===== config.mk =====
export PLATFORM = sky130hd
export DESIGN_NAME = gamepad_state_frame_emitter_unit
export DESIGN_NICKNAME = d
export VERILOG_FILES = /design/src/rtl/core/gsfe_pkg.sv /design/src/rtl/core/gsfe_update.sv /design/src/rtl/core/gsfe_shifter.sv /design/src/rtl/core/gamepad_state_frame_emitter_unit.sv
export SDC_FILE = /design/constraint.sdc
export NUM_CORES = 1
export LEC_CHECK = 0
export BUFFER_PORTS_ARGS = -buffer_cell sky130_fd_sc_hd__buf_2
export CAP_MARGIN = 15
export CORE_MARGIN = 1
export CORE_UTILIZATION = 50
export CTS_CLUSTER_DIAMETER = 30
export DETAILED_ROUTE_END_ITERATION = 7
export GPL_ROUTABILITY_DRIVEN = 0
export PLACE_DENSITY = 0.7
export SLEW_MARGIN = 20
export SYNTH_ARGS = -nofsm -noshare
export SYNTH_HDL_FRONTEND = slang
export SYNTH_SLANG_ARGS = --single-unit

===== constraint.sdc =====
create_clock -name clock -period 2.75 [get_ports clock]
set_input_delay 0.1375 -clock clock [delete_from_list [all_inputs] [get_ports clock]]
set_output_delay 0.1375 -clock clock [all_outputs]
set_load 0.01 [all_outputs]

===== src/rtl/core/gsfe_pkg.sv =====
// Package: shared types and constants for the gamepad report frame emitter.
`default_nettype none

package gsfe_pkg;

   // Report layout
   localparam int unsigned SlotCount   = 6;
   localparam int unsigned HeaderLen   = 3;
   localparam int unsigned FrameLen    = HeaderLen + SlotCount;
   localparam int unsigned SlotWidth   = 3;
   localparam int unsigned ByteWidth   = 8;
   localparam int unsigned CountWidth  = $clog2(FrameLen + 1);
   localparam int unsigned ButtonSlots = 2;

   typedef logic [ByteWidth-1:0] byte_type;
   typedef byte_type report_type [SlotCount];

   // Frame header bytes
   localparam byte_type Header0 = 8'hFF;
   localparam byte_type Header1 = 8'h73;
   localparam byte_type Header2 = 8'h5A;

   // Rest values of the stick bytes; button bytes rest high (active low)
   localparam byte_type ButtonRest = 8'hFF;
   localparam byte_type StickCenterA = 8'h80;
   localparam byte_type StickCenterB = 8'h7F;

   // Request operations
   typedef enum logic [1:0] {
      OP_PRESS       = 2'd0,
      OP_RELEASE     = 2'd1,
      OP_ANALOG      = 2'd2,
      OP_RELEASE_ALL = 2'd3
   } op_type;

   // Rest value of one report slot
   function automatic byte_type rest_value(input int unsigned slot);
      byte_type result;
      if (slot < ButtonSlots) begin
         result = ButtonRest;
      end else if ((slot % 2) == 0) begin
         result = StickCenterA;
      end else begin
         result = StickCenterB;
      end
      return result;
   endfunction

endpackage

`default_nettype wire


===== src/rtl/core/gsfe_update.sv =====
// Report state registers and the request update logic.
`default_nettype none

module gsfe_update (
   input  wire logic                             clock,
   input  wire logic                             reset,
   input  wire logic                             accept,
   input  wire logic [1:0]                       opcode,
   input  wire logic [gsfe_pkg::SlotWidth-1:0]   slot_index,
   input  wire logic [gsfe_pkg::ByteWidth-1:0]   value,
   output gsfe_pkg::report_type                  report_in,
   output logic                                  emit
);
   import gsfe_pkg::*;

   report_type report_ff;
   op_type     op;
   logic       in_range;
   logic       is_button;

   assign op        = op_type'(opcode);
   assign in_range  = (slot_index < SlotWidth'(SlotCount));
   assign is_button = (slot_index < SlotWidth'(ButtonSlots));

   // Decide whether the request sends a frame
   always_comb begin
      unique case (op)
         OP_PRESS, OP_RELEASE: emit = is_button;
         OP_ANALOG:            emit = in_range && !is_button;
         OP_RELEASE_ALL:       emit = 1'b1;
         default:              emit = 1'b0;
      endcase
   end

   // Compute the next value of each slot
   always_comb begin
      for (int i = 0; i < SlotCount; i++) begin
         report_in[i] = report_ff[i];
         if (op == OP_RELEASE_ALL) begin
            report_in[i] = rest_value(i);
         end else if (slot_index == SlotWidth'(i)) begin
            unique case (op)
               OP_PRESS:   report_in[i] = report_ff[i] & ~value;
               OP_RELEASE: report_in[i] = report_ff[i] | value;
               OP_ANALOG:  report_in[i] = value;
               default:    report_in[i] = report_ff[i];
            endcase
         end
      end
   end

   // Hold the report; restore rest values on reset
   always_ff @(posedge clock) begin
      if (reset) begin
         for (int i = 0; i < SlotCount; i++) begin
            report_ff[i] <= rest_value(i);
         end
      end else if (accept) begin
         report_ff <= report_in;
      end
   end

endmodule

`default_nettype wire


===== src/rtl/core/gsfe_shifter.sv =====
// Nine-byte frame shift register that sends one byte per cycle while rsp_stall is low.
`default_nettype none

module gsfe_shifter (
   input  wire logic                             clock,
   input  wire logic                             reset,
   input  wire logic                             load,
   input  gsfe_pkg::report_type                  report,
   input  wire logic                             rsp_stall,
   output logic                                  busy,
   output logic [gsfe_pkg::ByteWidth-1:0]        frame_byte,
   output logic                                  last_byte
);
   import gsfe_pkg::*;

   byte_type                shift_ff [FrameLen];
   byte_type                shift_in [FrameLen];
   logic [CountWidth-1:0]   count_ff;
   logic [CountWidth-1:0]   count_in;
   logic                    advance;

   assign busy       = (count_ff != '0);
   assign advance    = busy && !rsp_stall;
   assign frame_byte = shift_ff[0];
   assign last_byte  = (count_ff == CountWidth'(1));

   // Load header and report, or advance one byte
   always_comb begin
      shift_in = shift_ff;
      count_in = count_ff;
      if (load) begin
         shift_in[0] = Header0;
         shift_in[1] = Header1;
         shift_in[2] = Header2;
         for (int i = 0; i < SlotCount; i++) begin
            shift_in[HeaderLen + i] = report[i];
         end
         count_in = CountWidth'(FrameLen);
      end else if (advance) begin
         for (int k = 0; k < FrameLen - 1; k++) begin
            shift_in[k] = shift_ff[k + 1];
         end
         count_in = count_ff - CountWidth'(1);
      end
   end

   // Hold the payload bytes
   always_ff @(posedge clock) begin
      shift_ff <= shift_in;
   end

   // Track bytes left in the frame
   always_ff @(posedge clock) begin
      if (reset) begin
         count_ff <= '0;
      end else begin
         count_ff <= count_in;
      end
   end

endmodule

`default_nettype wire


===== src/rtl/core/gamepad_state_frame_emitter_unit.sv =====
// Top level of the gamepad report frame emitter.
`default_nettype none

// Keeps six controller report bytes (two active-low button bytes, four stick
// bytes) and applies one press, release, analog or release-all request at a
// time. A request that sends a frame loads a nine-byte shift register with
// header FF 73 5A and the updated report, and the frame leaves one byte per
// cycle while rsp_stall is low, last_byte marking the ninth. req_stall then stays
// high until the last byte has been taken, so the next request is taken only
// after the whole frame has left; the single byte-wide output of that shift
// register sets this. A request that sends no frame does not stall requests.
// After reset the report holds FF FF 80 7F 80 7F and the block is ready.
module gamepad_state_frame_emitter_unit (
   input  wire logic                             clock,
   input  wire logic                             reset,
   input  wire logic                             req_valid,
   output logic                                  req_stall,
   input  wire logic [1:0]                       req_opcode,
   input  wire logic [gsfe_pkg::SlotWidth-1:0]   req_slot_index,
   input  wire logic [gsfe_pkg::ByteWidth-1:0]   req_value,
   output logic                                  rsp_valid,
   input  wire logic                             rsp_stall,
   output logic [gsfe_pkg::ByteWidth-1:0]        rsp_frame_byte,
   output logic                                  rsp_last_byte
);
   import gsfe_pkg::*;

   report_type report_in;
   logic       emit;
   logic       accept;
   logic       busy;

   // Take a request only while no frame is in flight
   assign req_stall = busy;
   assign accept    = req_valid && !busy;
   assign rsp_valid = busy;

   gsfe_update u_update (
      .clock      (clock),
      .reset      (reset),
      .accept     (accept),
      .opcode     (req_opcode),
      .slot_index (req_slot_index),
      .value      (req_value),
      .report_in  (report_in),
      .emit       (emit)
   );

   gsfe_shifter u_shifter (
      .clock      (clock),
      .reset      (reset),
      .load       (accept && emit),
      .report     (report_in),
      .rsp_stall  (rsp_stall),
      .busy       (busy),
      .frame_byte (rsp_frame_byte),
      .last_byte  (rsp_last_byte)
   );

endmodule

`default_nettype wire


==> flow_summary_export.csv, run 1 <==
group,metric,value,unit
run_status,outcome,"finished with violations",
run_status,violations,"design-rule violations",
synth,synth_cells,674,
final_layout,fin_nets,681,
min_path,min_path_type,"input pin to flop",
timing,holdWs,0.0868,ns
timing,worst_pin_slew,0.754,ns
clocking,path_clk_slew,0.06,ns
clocking,ctsResizeCount,0,
timing,timing.fmax,465,MHz
timing,finClkSkew,0.00480,ns
synth,synthArstFlopShare,0,%
routing,drt_iter0_markers,742,
timing,relSlewSlack,49.6,%
global_route,use_met3,7.78,%
synth,seq_area_frac_synth,49.2,%
die,die_h,112,um
clocking,cts-root-buf,"clkbuf_16",
final_layout,drive_gt1_share,12.8,%
pwr,p_leak,2.38,nW
timing,fin_ws,0.601,ns
clocking,clock-sinks,124,
timing,hold_viol,0,
global_route,grt_max_degree,44,
setup_path,crit_required,2.88,ns
final_layout,area_delta_synth_final,10.4,%
setup_path,crit_path_start_kind,"flop",
placed_design,portBuffers,27,
clocking,cts_hold_buf,0,
global_route,grt_busiest_layer,"met2",
clocking,post_cts_buffers,0,
final_layout,multi_input_area,2670,um2
die,start_util,52.1,%
synth,synth-main-ff-cell,"dfxtp_1",
clocking,htreeDepth,4,
final_layout,seqCellArea,2960,um2
final_layout,fin_util,57.5,%
routing,via_per_inst,6.57,
routing,drt-total-wl,16.1,mm
setup_path,crit_fanout,43,
synth,syn_area_per_cell,8.94,um2
synth,synthDistinctLibCells,55,
die,die-area,12500,um2
setup_path,critPathArrivalTime,2.28,ns
setup_path,r2r-end,"u_shifter.shift_ff[42]$_DFFE_PP_",
die,die_x,112,um
min_path,hold_path_depth,3,
synth,synth_nets,696,
global_route,grtUsageTotal,27.1,%
die,ios,28,
clocking,worstSkewPairLatency,0.42,ns
routing,wl_per_cell,19.8,um
timing,fin_crit,2.15,ns
min_path,min_from,"req_value[6]",
synth,ys_ff_latch,124,
clocking,cts-buffers-inserted,17,
global_route,grt_pass1_wl,26.0,mm
global_route,grtUsageMet2,41.0,%
synth,syn_area,6020,um2
timing,drv_slew,0,
timing,rsz0062_at_grt,"no",
clocking,cts_max_path_buffers,2,
synth,synth-edff-count,48,
pwr,peakVddDrop,0.000644,V
final_layout,diodes,0,
die,coreArea,11600,um2
job,cap_viol_max_count,0,
clocking,cts_tree,"built",
routing,drc,1,
setup_path,rr_startpoint,"u_shifter.count_ff[0]$_SDFFE_PP0P_",
setup_path,crit_type,"flop to flop",
setup_path,worstSetupEndpointType,"flop",
synth,yosysWarnings,0,
setup_path,reg2reg_depth,7,
timing,setup_tns,0,ns
global_route,overflow,0,
final_layout,fill_cells,1040,
pwr,finalPower,6.92,mW
timing,period_share,78.1,%
placed_design,dp_hpwl,10.3,mm
pwr,p_per_area,1040,nW/um2
die,num_rows,39,
min_path,hold-path-endpoint,"u_update.report_ff[14]$_SDFFE_PP0P_",
routing,dr.pass1.iters,7,
global_route,grtUsageMet1,34.6,%
setup_path,r2r_slack,0.60,ns
timing,setup_viol,0,
global_route,first_global_vias,5107,
routing,antenna_left,0,
global_route,antenna_found_initial,0,
routing,via_count,5352,
placed_design,place_ws,0.528,ns
[worst max-delay path, stage by stage, from the launching register on]
cell and delay, ns:
dfxtp_1 0.34, inv_1 0.09, ha_1 0.26, and4bb_2 0.31, o221ai_4 0.14, inv_2 0.09
buf_4 0.39, a41oi_1 0.21
[report_power, final]
| part | internal (mW) | leakage, nW | switching [mW] | total, mW |
|---|---|---|---|---|
| clock network | 1.15 | 0.264 | 0.835 | 1.98 |
| registers | 2.68 | 1.06 | 0.222 | 2.91 |
| logic | 0.672 | 1.05 | 1.36 | 2.03 |
[synth_stat cells, types with 2 or more instances]
cell type,n,area (um2)
inv_1,6,22.5
buf_2,23,115
xnor2_1,2,17.5
a21o_1,2,15.0
nand3_1,18,90.1
o41ai_1,2,17.5
a41oi_1,9,78.8
a211o_1,8,70.1
a31oi_1,42,263
nand3b_1,9,67.6
o311ai_0,6,52.6
or3_1,4,25.0
and2_1,5,31.3
nand2_1,72,270
edfxtp_1,48,1440
buf_4,13,97.6
a32oi_1,6,52.6
a22oi_1,7,52.6
ha_1,5,62.6
o21bai_1,8,60.1
nand2b_1,4,25.0
o31ai_1,9,67.6
and3b_1,2,17.5
clkbuf_1,41,154
a211oi_1,2,15.0
o211ai_1,9,67.6
nor3b_1,2,15.0
a221o_1,8,80.1
dfxtp_1,76,1520
nor2_1,48,180
a21oi_1,63,315
o21ai_0,76,380
nor3_1,17,85.1
[placed cells by master (no fill, tap or decap), types with 6 or more instances in the layout]
| cell type | n |
|---|---|
| a32oi_1 | 6 |
| a221o_1 | 8 |
| o21ai_0 | 76 |
| nor2_1 | 47 |
| a211o_1 | 8 |
| a22oi_1 | 7 |
| o311ai_0 | 6 |
| a41oi_1 | 9 |
| nand3_1 | 18 |
| dfxtp_1 | 76 |
| edfxtp_1 | 48 |
| nand3b_1 | 9 |
| o21bai_1 | 8 |
| nor3_1 | 17 |
| inv_1 | 6 |
| o31ai_1 | 9 |
| clkbuf_16 | 17 |
| a21oi_1 | 63 |
| buf_4 | 17 |
| a31oi_1 | 42 |
| o211ai_1 | 9 |
| buf_2 | 27 |
| nand2_1 | 72 |
[cell families after synthesis]
kind of cell	Yosys count	share of synthesized area (%)
compound gates	266	27.8
xor+xnor	2	0.291
fa+ha+maj	5	1.04
buf+inv	86	6.67
flops	124	49.2
mux	1	0.166
simple gates	190	14.9
[flip-flops by register name, summed over array words and instances, names as in the netlist]
register,flops
u_shifter.frame_byte,8
u_update.report_ff,48
u_shifter.shift_ff,64
u_shifter.count_ff,4
[final cells by class]
class                           count  area share, %
Multi-Input combinational cell    464           40.2
Inverter                            7          0.395
Tap cell                          143           2.69
Clock buffer                       18           6.45
Clock inverter                     14           1.47
Sequential cell                   124           44.5
Timing Repair Buffer               45           4.25
[metal layers]
| metal | wire, um | vias to the layer above |
|---|---|---|
| li1 | - | 2478 |
| met5 | 0 | - |
| met2 | 7540 | 295 |
| met4 | 394 | 0 |
| met3 | 1370 | 38 |
| met1 | 6840 | 2541 |
[worst max path at each step]
stage | start | to | slack [ns] | cells after the start
floorplan | req_slot_index[1] | u_shifter.shift_ff[10]$_DFFE_PP_ | 0.08 | 7
finish | u_shifter.count_ff[0]$_SDFFE_PP0P_ | u_shifter.shift_ff[42]$_DFFE_PP_ | 0.60 | 7
global route | u_shifter.count_ff[0]$_SDFFE_PP0P_ | u_update.report_ff[9]$_SDFFE_PP0P_ | 0.35 | 7
CTS | u_shifter.count_ff[0]$_SDFFE_PP0P_ | u_update.report_ff[34]$_SDFFE_PP1P_ | 0.60 | 5
detailed placement | req_slot_index[2] | u_shifter.shift_ff[31]$_DFFE_PP_ | 0.53 | 7
global placement | req_slot_index[2] | u_shifter.shift_ff[31]$_DFFE_PP_ | 0.59 | 7
[metrics by stage]
stage	instance area, um2	cells
global route	6650	815
global placement	6120	783
detailed placement	6120	783
floorplan	6020	674
CTS	6650	815
finish	6650	815
Power figures use the tool's default switching activity.
==> run 2: changes to the inputs <==
PLACE_DENSITY = 0.67   (was 0.7)
clock period = 2.2 ns   (was 2.75 ns; I/O delays follow)
==> flow_summary_export.csv, run 2 (synthesis results as in run 1) <==
group,metric,value,unit
final_layout,fill_cells,1006,
timing,timing.fmax,485,MHz
clocking,cts_tree,"built",
timing,fin_crit,2.06,ns
setup_path,crit_required,2.52,ns
timing,drv_slew,0,
global_route,grt_max_degree,48,
setup_path,crit_fanout,20,
setup_path,critPathArrivalTime,2.38,ns
run_status,violations,"design-rule violations",
min_path,hold_path_depth,3,
final_layout,top_register,"u_shifter.shift_ff",
setup_path,r2r_slack,0.14,ns
placed_design,portBuffers,27,
clocking,worstSkewPairLatency,0.43,ns
min_path,hold-path-endpoint,"u_update.report_ff[14]$_SDFFE_PP0P_",
clocking,cts_max_path_buffers,2,
final_layout,multi_input_area,2680,um2
pwr,peakVddDrop,0.000618,V
setup_path,rr_startpoint,"u_shifter.count_ff[0]$_SDFFE_PP0P_",
pwr,finalPower,9.19,mW
clocking,cts-root-buf,"clkbuf_16",
die,die_x,112,um
routing,via_per_inst,6.42,
final_layout,area_delta_synth_final,14.2,%
global_route,grtUsageTotal,27.1,%
clocking,cts_hold_buf,0,
final_layout,diodes,0,
final_layout,largest_reg_flops,64,
timing,finClkSkew,0.00803,ns
die,die-area,12500,um2
timing,worst_pin_slew,0.793,ns
setup_path,reg2reg_depth,7,
run_status,outcome,"finished with violations",
routing,wl_per_cell,19.7,um
timing,rsz0062_at_grt,"no",
setup_path,worstSetupEndpointType,"flop",
global_route,antenna_found_initial,0,
timing,fin_ws,0.140,ns
routing,dr.pass1.iters,8,
placed_design,dp_hpwl,10.5,mm
placed_design,dpl-instance-area,6240,um2
routing,via_count,5302,
final_layout,drive_gt1_share,13.9,%
global_route,first_global_vias,4998,
global_route,overflow,0,
timing,hold_viol,0,
global_route,grt_pass1_wl,26.1,mm
die,num_rows,39,
die,start_util,52.1,%
setup_path,crit_path_start_kind,"flop",
final_layout,final_area,6880,um2
clocking,clock-sinks,124,
timing,setup_viol,0,
final_layout,fin_nets,692,
routing,drt_iter0_markers,648,
clocking,htreeDepth,4,
placed_design,place_ws,0.120,ns
final_layout,seqCellArea,2960,um2
die,die_h,112,um
min_path,min_path_type,"input pin to flop",
routing,drt-total-wl,16.2,mm
pwr,p_leak,2.49,nW
routing,antenna_left,0,
die,coreArea,11600,um2
final_layout,final_cell_mix,"o21ai_0 (76), dfxtp_1 (76), nand2_1 (71), a21oi_1 (63), edfxtp_1 (48)",
pwr,p_per_area,1340,nW/um2
clocking,cts-buffers-inserted,17,
timing,relSlewSlack,46.6,%
timing,period_share,93.6,%
routing,drc,1,
setup_path,r2r-end,"u_update.report_ff[8]$_SDFFE_PP0P_",
timing,setup_tns,0,ns
job,cap_viol_max_count,0,
die,ios,28,
min_path,min_from,"req_value[6]",
setup_path,crit_type,"flop to flop",
clocking,path_clk_slew,0.06,ns
-- run 2: final cells by class --
cell class                 count  share of cell area, %
inverter                       7                  0.382
timing repair buffer          56                   5.67
clock buffer                  31                   9.22
multi-input combinational    464                   39.0
sequential                   124                   43.1
tap                          143                   2.60
clock inverter                 1                 0.0728
-- run 2: worst max-delay path by stage --
stage	endpoint	depth (start not counted)	slack (ns)	startpoint
6_report	u_update.report_ff[8]$_SDFFE_PP0P_	7	0.14	u_shifter.count_ff[0]$_SDFFE_PP0P_
5_1_grt	u_update.report_ff[8]$_SDFFE_PP0P_	7	0.06	u_shifter.count_ff[1]$_SDFFE_PP0P_
4_1_cts	u_update.report_ff[18]$_SDFFE_PP1P_	6	0.08	u_shifter.count_ff[0]$_SDFFE_PP0P_
3_5_place_dp	u_update.report_ff[16]$_SDFFE_PP1P_	6	0.12	u_shifter.count_ff[0]$_SDFFE_PP0P_
3_3_place_gp	u_update.report_ff[16]$_SDFFE_PP1P_	6	0.18	u_shifter.count_ff[0]$_SDFFE_PP0P_
2_1_floorplan	u_shifter.shift_ff[10]$_DFFE_PP_	7	0.13	req_slot_index[1]
-- run 2: per-stage QoR --
stage	hold WS, ns	util (%)	cells
global placement	0.435	53.9	794
floorplan	0.319	-	674
CTS	0.0232	59.5	826
detailed placement	0.447	53.9	794
finish	0.0338	59.5	826
global route	0.0406	59.5	826
-- run 2: per-layer routing --
layer | GRT usage, % | up-vias | share of wire [%]
met5 | 0 | - | 0
li1 | - | 2493 | -
met1 | 35.8 | 2555 | 44
met3 | 7.29 | 38 | 7.3
met2 | 41.0 | 216 | 45
met4 | 13.2 | 0 | 3.1
-- run 2: worst max-delay path: stages (launching register included) --
cell and delay, ns:
dfxtp_1 0.34, inv_1 0.09, ha_1 0.19, and4bb_2 0.30
buf_4 0.29, o21ai_0 0.36, o21ai_0 0.29, a21oi_1 0.09
-- run 2: power by group --
group	switching (mW)	internal, mW	leakage (nW)
registers	0.306	3.36	1.06
logic	1.70	0.891	1.11
clock network	1.00	1.93	0.316
-- run 2: timing repair --
item                                    in CTS  in global routing
endpoints found under the hold margin        0                  0
resized for setup                            0                  1
endpoints found under the setup margin       0                 14
setup buffers                                0                  0
